==> src/dbt_pkg.sv <==
// Shared types and constants of the display blank timeout block.
// Used by the channel interfaces, the state core and the top level.
package dbt_pkg;

	localparam int unsigned OP_W       = 3;
	localparam int unsigned LIGHT_W    = 16;
	localparam int unsigned TIMEOUT_W  = 24;
	localparam int unsigned LEVEL_W    = 8;
	localparam int unsigned MODE_W     = 2;
	localparam int unsigned CFG_IDX_W  = 2;
	localparam int unsigned CFG_DATA_W = 24;

	// Event codes carried in the operation field.
	localparam logic [OP_W-1:0] OP_TICK    = 3'd0;
	localparam logic [OP_W-1:0] OP_BLANK   = 3'd1;
	localparam logic [OP_W-1:0] OP_WAKE    = 3'd2;
	localparam logic [OP_W-1:0] OP_RESTART = 3'd3;
	localparam logic [OP_W-1:0] OP_TOUCH   = 3'd4;

	// Configuration register indexes.
	localparam logic [CFG_IDX_W-1:0] CFG_TIMEOUT   = 2'd0;
	localparam logic [CFG_IDX_W-1:0] CFG_THRESHOLD = 2'd1;
	localparam logic [CFG_IDX_W-1:0] CFG_BACKLIGHT = 2'd2;

	// Reset values.
	localparam logic [TIMEOUT_W-1:0] TIMEOUT_RESET   = 24'd30000;
	localparam logic [LIGHT_W-1:0]   THRESHOLD_RESET = 16'd300;
	localparam logic [LEVEL_W-1:0]   BACKLIGHT_RESET = 8'd128;
	localparam logic [LEVEL_W-1:0]   SAVER_LEVEL     = 8'd1;

	typedef struct packed {
		logic [TIMEOUT_W-1:0] timeout_ticks;
		logic [LIGHT_W-1:0]   light_limit;
		logic [LEVEL_W-1:0]   normal_backlight;
	} cfg_t;

	typedef struct packed {
		logic [MODE_W-1:0]  screen_mode;
		logic               blank;
		logic [LEVEL_W-1:0] backlight_level;
		logic               illum_led;
		logic               expired;
	} result_t;

endpackage

==> src/dbt_if.sv <==
// Valid/ready channel interfaces for event transactions and result transactions.
// Depends on dbt_pkg for field widths.
interface dbt_in_if import dbt_pkg::*; ();
	logic               valid;
	logic               ready;
	logic [OP_W-1:0]    operation;
	logic [LIGHT_W-1:0] ambient_light;

	modport source (output valid, output operation, output ambient_light, input ready);
	modport sink   (input valid, input operation, input ambient_light, output ready);
endinterface

interface dbt_out_if import dbt_pkg::*; ();
	logic               valid;
	logic               ready;
	logic [MODE_W-1:0]  screen_mode;
	logic               blank;
	logic [LEVEL_W-1:0] backlight_level;
	logic               illum_led;
	logic               expired;

	modport source (output valid, output screen_mode, output blank, output backlight_level,
		output illum_led, output expired, input ready);
	modport sink   (input valid, input screen_mode, input blank, input backlight_level,
		input illum_led, input expired, output ready);
endinterface

==> src/dbt_core.sv <==
// Screen power state machine: mode, countdown and white LED state, plus the result register.
// Depends on dbt_pkg.
module dbt_core import dbt_pkg::*; (
	input  logic               clk,
	input  logic               arst_n,
	input  logic               item_accept,
	input  logic [OP_W-1:0]    operation,
	input  logic [LIGHT_W-1:0] ambient_light,
	input  cfg_t               cfg,
	output result_t            result
);

	typedef enum logic [MODE_W-1:0] {
		MODE_ON       = 2'd0,
		MODE_COUNTING = 2'd1,
		MODE_BLANKED  = 2'd2,
		MODE_SAVER    = 2'd3
	} mode_t;

	mode_t                mode_q, mode_d;
	logic [TIMEOUT_W-1:0] countdown_q, countdown_d;
	logic                 led_q, led_d;
	logic                 fired;
	result_t              result_d, result_q;

	always_comb begin
		mode_d      = mode_q;
		countdown_d = countdown_q;
		led_d       = led_q;
		fired       = 1'b0;
		case (operation)
			OP_TICK: begin
				if (mode_q == MODE_COUNTING) begin
					if (countdown_q <= TIMEOUT_W'(1)) begin
						countdown_d = '0;
						led_d       = 1'b0;
						fired       = 1'b1;
						mode_d      = (ambient_light > cfg.light_limit) ?
							MODE_BLANKED : MODE_SAVER;
					end else begin
						countdown_d = countdown_q - TIMEOUT_W'(1);
					end
				end
			end
			OP_BLANK: begin
				if (mode_q == MODE_ON) begin
					countdown_d = cfg.timeout_ticks;
					mode_d      = MODE_COUNTING;
				end
			end
			OP_WAKE: begin
				mode_d = MODE_ON;
			end
			OP_RESTART: begin
				if (mode_q != MODE_ON) begin
					countdown_d = cfg.timeout_ticks;
					mode_d      = MODE_COUNTING;
				end
			end
			OP_TOUCH: begin
				if (mode_q != MODE_ON) begin
					countdown_d = cfg.timeout_ticks;
					mode_d      = MODE_COUNTING;
				end
				if (ambient_light < cfg.light_limit) begin
					led_d = 1'b1;
				end
			end
			default: begin
			end
		endcase

		result_d.screen_mode     = mode_d;
		result_d.blank           = (mode_d == MODE_BLANKED);
		result_d.backlight_level = (mode_d == MODE_SAVER) ? SAVER_LEVEL : cfg.normal_backlight;
		result_d.illum_led       = led_d;
		result_d.expired         = fired;
	end

	always_ff @(posedge clk or negedge arst_n) begin
		if (!arst_n) begin
			mode_q      <= MODE_COUNTING;
			countdown_q <= TIMEOUT_RESET;
			led_q       <= 1'b0;
			result_q    <= '0;
		end else if (item_accept) begin
			mode_q      <= mode_d;
			countdown_q <= countdown_d;
			led_q       <= led_d;
			result_q    <= result_d;
		end
	end

	assign result = result_q;

endmodule

==> src/display_blank_timeout_fsm.sv <==
// Top level of the screen power manager: configuration registers, channel handshake
// and the result register valid flag. Depends on dbt_pkg, dbt_if and dbt_core.

// The block manages screen power in four modes (on, counting down, blanked, saver) and
// takes one event transaction per cycle while the result channel does not stall: a
// millisecond tick, a blank request, a wake request, a wake-and-restart or a touch
// release, each with the current ambient light reading. Every event transaction produces
// exactly one result transaction that shows the mode after the event, the blank flag, the
// commanded backlight level, the white LED state and a one-shot expiry flag. The state
// update logic writes the new state and the result register at the accepting clock edge,
// so the result is offered in the cycle after acceptance and the sustained rate is one
// transaction per clock while results are taken. The result register is the only buffer;
// a new event is accepted whenever that register is empty or being emptied in the same
// cycle. Configuration writes (countdown length, light threshold, normal backlight) take
// effect at the next event and are meant to happen while no result is pending.
// After reset the block is counting down from 30000 ticks with the white LED off.
module display_blank_timeout_fsm import dbt_pkg::*; (
	input  logic                  clk,
	input  logic                  arst_n,
	input  logic                  cfg_write,
	input  logic [CFG_IDX_W-1:0]  cfg_index,
	input  logic [CFG_DATA_W-1:0] cfg_data,
	dbt_in_if.sink                in_ch,
	dbt_out_if.source             out_ch
);

	cfg_t    cfg_q;
	result_t result;
	logic    out_valid_q;
	logic    item_accept;

	// Configuration registers; writes to an unused index are dropped.
	always_ff @(posedge clk or negedge arst_n) begin
		if (!arst_n) begin
			cfg_q.timeout_ticks    <= TIMEOUT_RESET;
			cfg_q.light_limit      <= THRESHOLD_RESET;
			cfg_q.normal_backlight <= BACKLIGHT_RESET;
		end else if (cfg_write) begin
			case (cfg_index)
				CFG_TIMEOUT:   cfg_q.timeout_ticks    <= cfg_data[TIMEOUT_W-1:0];
				CFG_THRESHOLD: cfg_q.light_limit      <= cfg_data[LIGHT_W-1:0];
				CFG_BACKLIGHT: cfg_q.normal_backlight <= cfg_data[LEVEL_W-1:0];
				default: begin
				end
			endcase
		end
	end

	// A new transaction may enter when the result register is free or drains this cycle.
	assign in_ch.ready = !out_valid_q || out_ch.ready;
	assign item_accept = in_ch.valid && in_ch.ready;

	always_ff @(posedge clk or negedge arst_n) begin
		if (!arst_n) begin
			out_valid_q <= 1'b0;
		end else if (item_accept) begin
			out_valid_q <= 1'b1;
		end else if (out_ch.ready) begin
			out_valid_q <= 1'b0;
		end
	end

	dbt_core u_core (
		.clk           (clk),
		.arst_n        (arst_n),
		.item_accept   (item_accept),
		.operation     (in_ch.operation),
		.ambient_light (in_ch.ambient_light),
		.cfg           (cfg_q),
		.result        (result)
	);

	assign out_ch.valid           = out_valid_q;
	assign out_ch.screen_mode     = result.screen_mode;
	assign out_ch.blank           = result.blank;
	assign out_ch.backlight_level = result.backlight_level;
	assign out_ch.illum_led       = result.illum_led;
	assign out_ch.expired         = result.expired;

endmodule
==> src/flat_wrapper.sv <==
// flat-port wrapper written by rule: the top's interface ports become plain ports
module display_blank_timeout_fsm_flat import dbt_pkg::*;
  (clk, arst_n, cfg_write, cfg_index, cfg_data, in_ch_valid, in_ch_operation, in_ch_ambient_light, in_ch_ready, out_ch_valid, out_ch_screen_mode, out_ch_blank, out_ch_backlight_level, out_ch_illum_led, out_ch_expired, out_ch_ready);
  dbt_in_if in_ch_i ();
  dbt_out_if out_ch_i ();
  input  logic clk;
  input  logic arst_n;
  input  logic cfg_write;
  input  logic [CFG_IDX_W-1:0] cfg_index;
  input  logic [CFG_DATA_W-1:0] cfg_data;
  input wire logic [$bits(in_ch_i.valid)-1:0] in_ch_valid;
  input wire logic [$bits(in_ch_i.operation)-1:0] in_ch_operation;
  input wire logic [$bits(in_ch_i.ambient_light)-1:0] in_ch_ambient_light;
  output wire logic [$bits(in_ch_i.ready)-1:0] in_ch_ready;
  output wire logic [$bits(out_ch_i.valid)-1:0] out_ch_valid;
  output wire logic [$bits(out_ch_i.screen_mode)-1:0] out_ch_screen_mode;
  output wire logic [$bits(out_ch_i.blank)-1:0] out_ch_blank;
  output wire logic [$bits(out_ch_i.backlight_level)-1:0] out_ch_backlight_level;
  output wire logic [$bits(out_ch_i.illum_led)-1:0] out_ch_illum_led;
  output wire logic [$bits(out_ch_i.expired)-1:0] out_ch_expired;
  input wire logic [$bits(out_ch_i.ready)-1:0] out_ch_ready;
  assign in_ch_i.valid = in_ch_valid;
  assign in_ch_i.operation = in_ch_operation;
  assign in_ch_i.ambient_light = in_ch_ambient_light;
  assign in_ch_ready = in_ch_i.ready;
  assign out_ch_valid = out_ch_i.valid;
  assign out_ch_screen_mode = out_ch_i.screen_mode;
  assign out_ch_blank = out_ch_i.blank;
  assign out_ch_backlight_level = out_ch_i.backlight_level;
  assign out_ch_illum_led = out_ch_i.illum_led;
  assign out_ch_expired = out_ch_i.expired;
  assign out_ch_i.ready = out_ch_ready;
  display_blank_timeout_fsm u_core (.clk(clk), .arst_n(arst_n), .cfg_write(cfg_write), .cfg_index(cfg_index), .cfg_data(cfg_data), .in_ch(in_ch_i), .out_ch(out_ch_i));
endmodule
==> config.mk <==
export PLATFORM = sky130hd
export DESIGN_NAME = display_blank_timeout_fsm_flat
export DESIGN_NICKNAME = d
export VERILOG_FILES = /design/src/dbt_pkg.sv /design/src/dbt_if.sv /design/src/dbt_core.sv /design/src/display_blank_timeout_fsm.sv /design/src/flat_wrapper.sv
export SDC_FILE = /design/constraint.sdc
export NUM_CORES = 1
export LEC_CHECK = 0
export BUFFER_PORTS_ARGS = -buffer_cell sky130_fd_sc_hd__buf_2
export CAP_MARGIN = 0
export CORE_MARGIN = 4
export CORE_UTILIZATION = 37
export DETAILED_ROUTE_END_ITERATION = 10
export PLACE_DENSITY = 0.58
export SLEW_MARGIN = 20
export SYNTH_ARGS = -nofsm -noshare
export SYNTH_HDL_FRONTEND = slang
export SYNTH_SLANG_ARGS = --single-unit
==> constraint.sdc <==
create_clock -name clk -period 3.2 [get_ports clk]
set_input_delay 0.32 -clock clk [delete_from_list [all_inputs] [get_ports clk]]
set_output_delay 0.32 -clock clk [all_outputs]
set_load 0.02 [all_outputs]
==> impl_metrics.json <==
{
  "synth-seq-cells": 87,
  "cts.sinks": 87,
  "cpMostUsedCell": "or4_4",
  "timing.rr.start": "u_core.u_core.countdown_q[9]",
  "ctsHoldBuffers": 0,
  "rr_worst_depth": 6,
  "ys_warn_count": 0,
  "synthCells": 435,
  "postSynth.asyncResetShare": 1.00,
  "finalWeightedCongestion": 0.820,
  "max_cap_viol_count": 0,
  "crit_start": "u_core.u_core.countdown_q[9]",
  "slew_violations": 0,
  "groute.usage.overall": 0.157,
  "layout_common_cells": "dfrtp_1, buf_2, mux2_2",
  "setup_viol": 0,
  "clockRootBuffer": "clkbuf_16",
  "syn_avg_cell_area_um2": 10.4,
  "cp-endpoint": "u_core.u_core.countdown_q[19]",
  "p_leak_uw": 0.00234,
  "ir_drop_uv": 329,
  "firstDrtPassIters": 4,
  "finalHoldViolations": 0,
  "grt_max_degree": 65,
  "rsz0062_at_grt": "false",
  "critPathCaptureType": "flip-flop",
  "cts_tree": "built",
  "rows": 40,
  "synthToLayoutAreaGrowth_pct": 16.9,
  "synth-edff-count": 0,
  "fin_nets": 563,
  "core_um2": 12000,
  "viasPerCell": 5.39,
  "dp_slack_ns": 0.330,
  "netlist.top_cell.by_area": "dfrtp_1",
  "yosysSeqAreaShare": 0.487,
  "tns_ns": 0,
  "fin_crit_ns": 2.88,
  "grt_pass1_vias": 3551,
  "die_width_um": 119,
  "crit_arrival_ns": 3.08,
  "tightestPinTransition_ns": 0.858,
  "ant_nets": 0,
  "htreeDepth": 3,
  "seqCellArea_um2": 2200,
  "critPathMaxFanout": 12,
  "synth.cell_area_um2": 4520,
  "start_util": 0.378,
  "path_cells": "or4_4 > or4_4 > nor3_1 > nor2_1 > a32oi_1 > o2bb2ai_1",
  "slew_headroom": 0.426,
  "cts.repair.resized": 0,
  "setup_ws_ns": 0.320,
  "worstSetupStartpointType": "flip-flop",
  "wl_per_cell_um": 16.3,
  "dp_hpwl_mm": 7.62,
  "syn_nets": 503,
  "multi_input_area_um2": 2120,
  "synth_ff_type": "dfrtp_1",
  "post_cts_buffers": 0,
  "chipHeight_um": 119,
  "ys_top_cells_by_area": "dfrtp_1, mux2_2, dfstp_2",
  "fillers": 1144,
  "drt_wl_total_mm": 10.6,
  "slowest_stage": "or4_4",
  "yosysTopAreaCellShare": 0.371,
  "crit_required_ns": 3.40,
  "fmax_mhz": 347,
  "grt_pass1_wl_mm": 17.8,
  "skew_ns": 0.00724,
  "path_class": "reg -> reg",
  "ios": 65,
  "drt_iter0_markers": 273,
  "status": "completed",
  "yosysUniqueCellTypes": 51,
  "hold_path_class": "in -> async",
  "portBuffers": 64,
  "dieArea_um2": 14000,
  "vias": 3484,
  "clk_latency_ns": 0.34,
  "antenna_cells": 0,
  "slowest_delay_ns": 0.58,
  "clk_path_buf_depth": 2,
  "r2r_end": "u_core.u_core.countdown_q[19]",
  "antenna_found_initial": 0,
  "drc": 0,
  "numCtsBuffers": 9,
  "cts.clk_slew.worst_paths_ns": 0.06,
  "overflow": 0,
  "final_common_cell": "dfrtp_1",
  "drive_gt1_frac": 0.331,
  "fin_crit_sh": 0.900,
  "powerDensity_nw_per_um2": 696,
  "rrSetupSlack_ns": 0.32
}
[worst max-delay path, delay by kind of cell (launching register included)]
family / cells / cell delay, ns
compound gates: 2 / 0.39
flops: 1 / 0.42
simple gates: 4 / 1.92
[through the flow]
| stage | hold WS (ns) | instances | power (uW) | util | cell area, um2 |
|---|---|---|---|---|---|
| 6_report | 0.0726 | 646 | 3680 | 0.442 | 5280 |
| 5_1_grt | 0.149 | 646 | 3930 | 0.442 | 5280 |
| 4_1_cts | 0.118 | 646 | 3710 | 0.442 | 5280 |
| 3_5_place_dp | 0.453 | 631 | 2630 | 0.417 | 4980 |
| 3_3_place_gp | 0.449 | 631 | 2590 | 0.417 | 4980 |
| 2_1_floorplan | 0.0244 | 435 | 2330 | - | 4520 |
[metal layers]
metal	part of all wire	GRT usage	vias up
li1	-	-	1693
met4	0.014	0.0485	0
met2	0.46	0.243	87
met5	0	0	-
met3	0.044	0.0397	11
met1	0.48	0.218	1693
[synthesized netlist by cell type (2+ instances only)]
cell type and count:
dfrtp_1 67, mux2_2 49, nand2_1 38, o21ai_0 34, a21oi_1 30, nor2_1 26, inv_1 24, dfstp_2 20
ha_1 18, clkbuf_1 17, nor3_1 13, a32oi_1 8, nor4_1 8, o2bb2ai_1 8, a22o_1 5, a22oi_1 5
and3_1 4, buf_2 4, nand2b_1 4, nand3b_1 4, a21o_1 3, nand3_1 3, nand4_1 3, or4_4 3
a221o_1 2, a221oi_1 2, and2_1 2, buf_6 2, nor2b_1 2, nor3b_1 2, o21bai_1 2, o22ai_1 2
or2_2 2, or4_1 2
[registers in the layout, summed over array words and instances (netlist names)]
name,cells
u_core.cfg_q,48
u_core.u_core.countdown_q,24
u_core.u_core.result,12
u_core.out_ch.valid,1
u_core.u_core.mode_q,2
[cell families (layout without fill, tap and decap cells)]
group | count (synthesis) | in the layout | synth area share
mux | 50 | 50 | 0.124
flops | 87 | 87 | 0.487
fa+ha+maj | 18 | 18 | 0.0498
simple gates | 118 | 118 | 0.130
buf+inv | 48 | 112 | 0.0451
compound gates | 113 | 113 | 0.162
xor+xnor | 1 | 1 | 0.00194
[worst min-delay path by stage]
stage                                       start                      end  slack, ns  cells past startpoint
after detailed placement  u_core.u_core.result[0]  u_core.u_core.result[0]       0.45                      2
after global placement    u_core.u_core.result[0]  u_core.u_core.result[0]       0.45                      2
after floorplan                            arst_n          u_core.cfg_q[0]       0.02                      0
after CTS                                  arst_n         u_core.cfg_q[40]       0.12                      1
final                                      arst_n         u_core.cfg_q[22]       0.07                      1
after global routing                       arst_n         u_core.cfg_q[42]       0.15                      1
[where the power goes]
group	internal, uW	switching, uW
Clock	642	422
Combinational	430	498
Sequential	1450	239
[final cells by class]
class / instances / share of cell area
timing repair buffer: 73 / 0.0739
clock buffer: 12 / 0.0486
sequential: 87 / 0.417
tap: 147 / 0.0348
inverter: 24 / 0.0171
clock inverter: 3 / 0.00805
multi-input combinational: 300 / 0.401
Note: power is estimated with default switching activity, not from simulation.
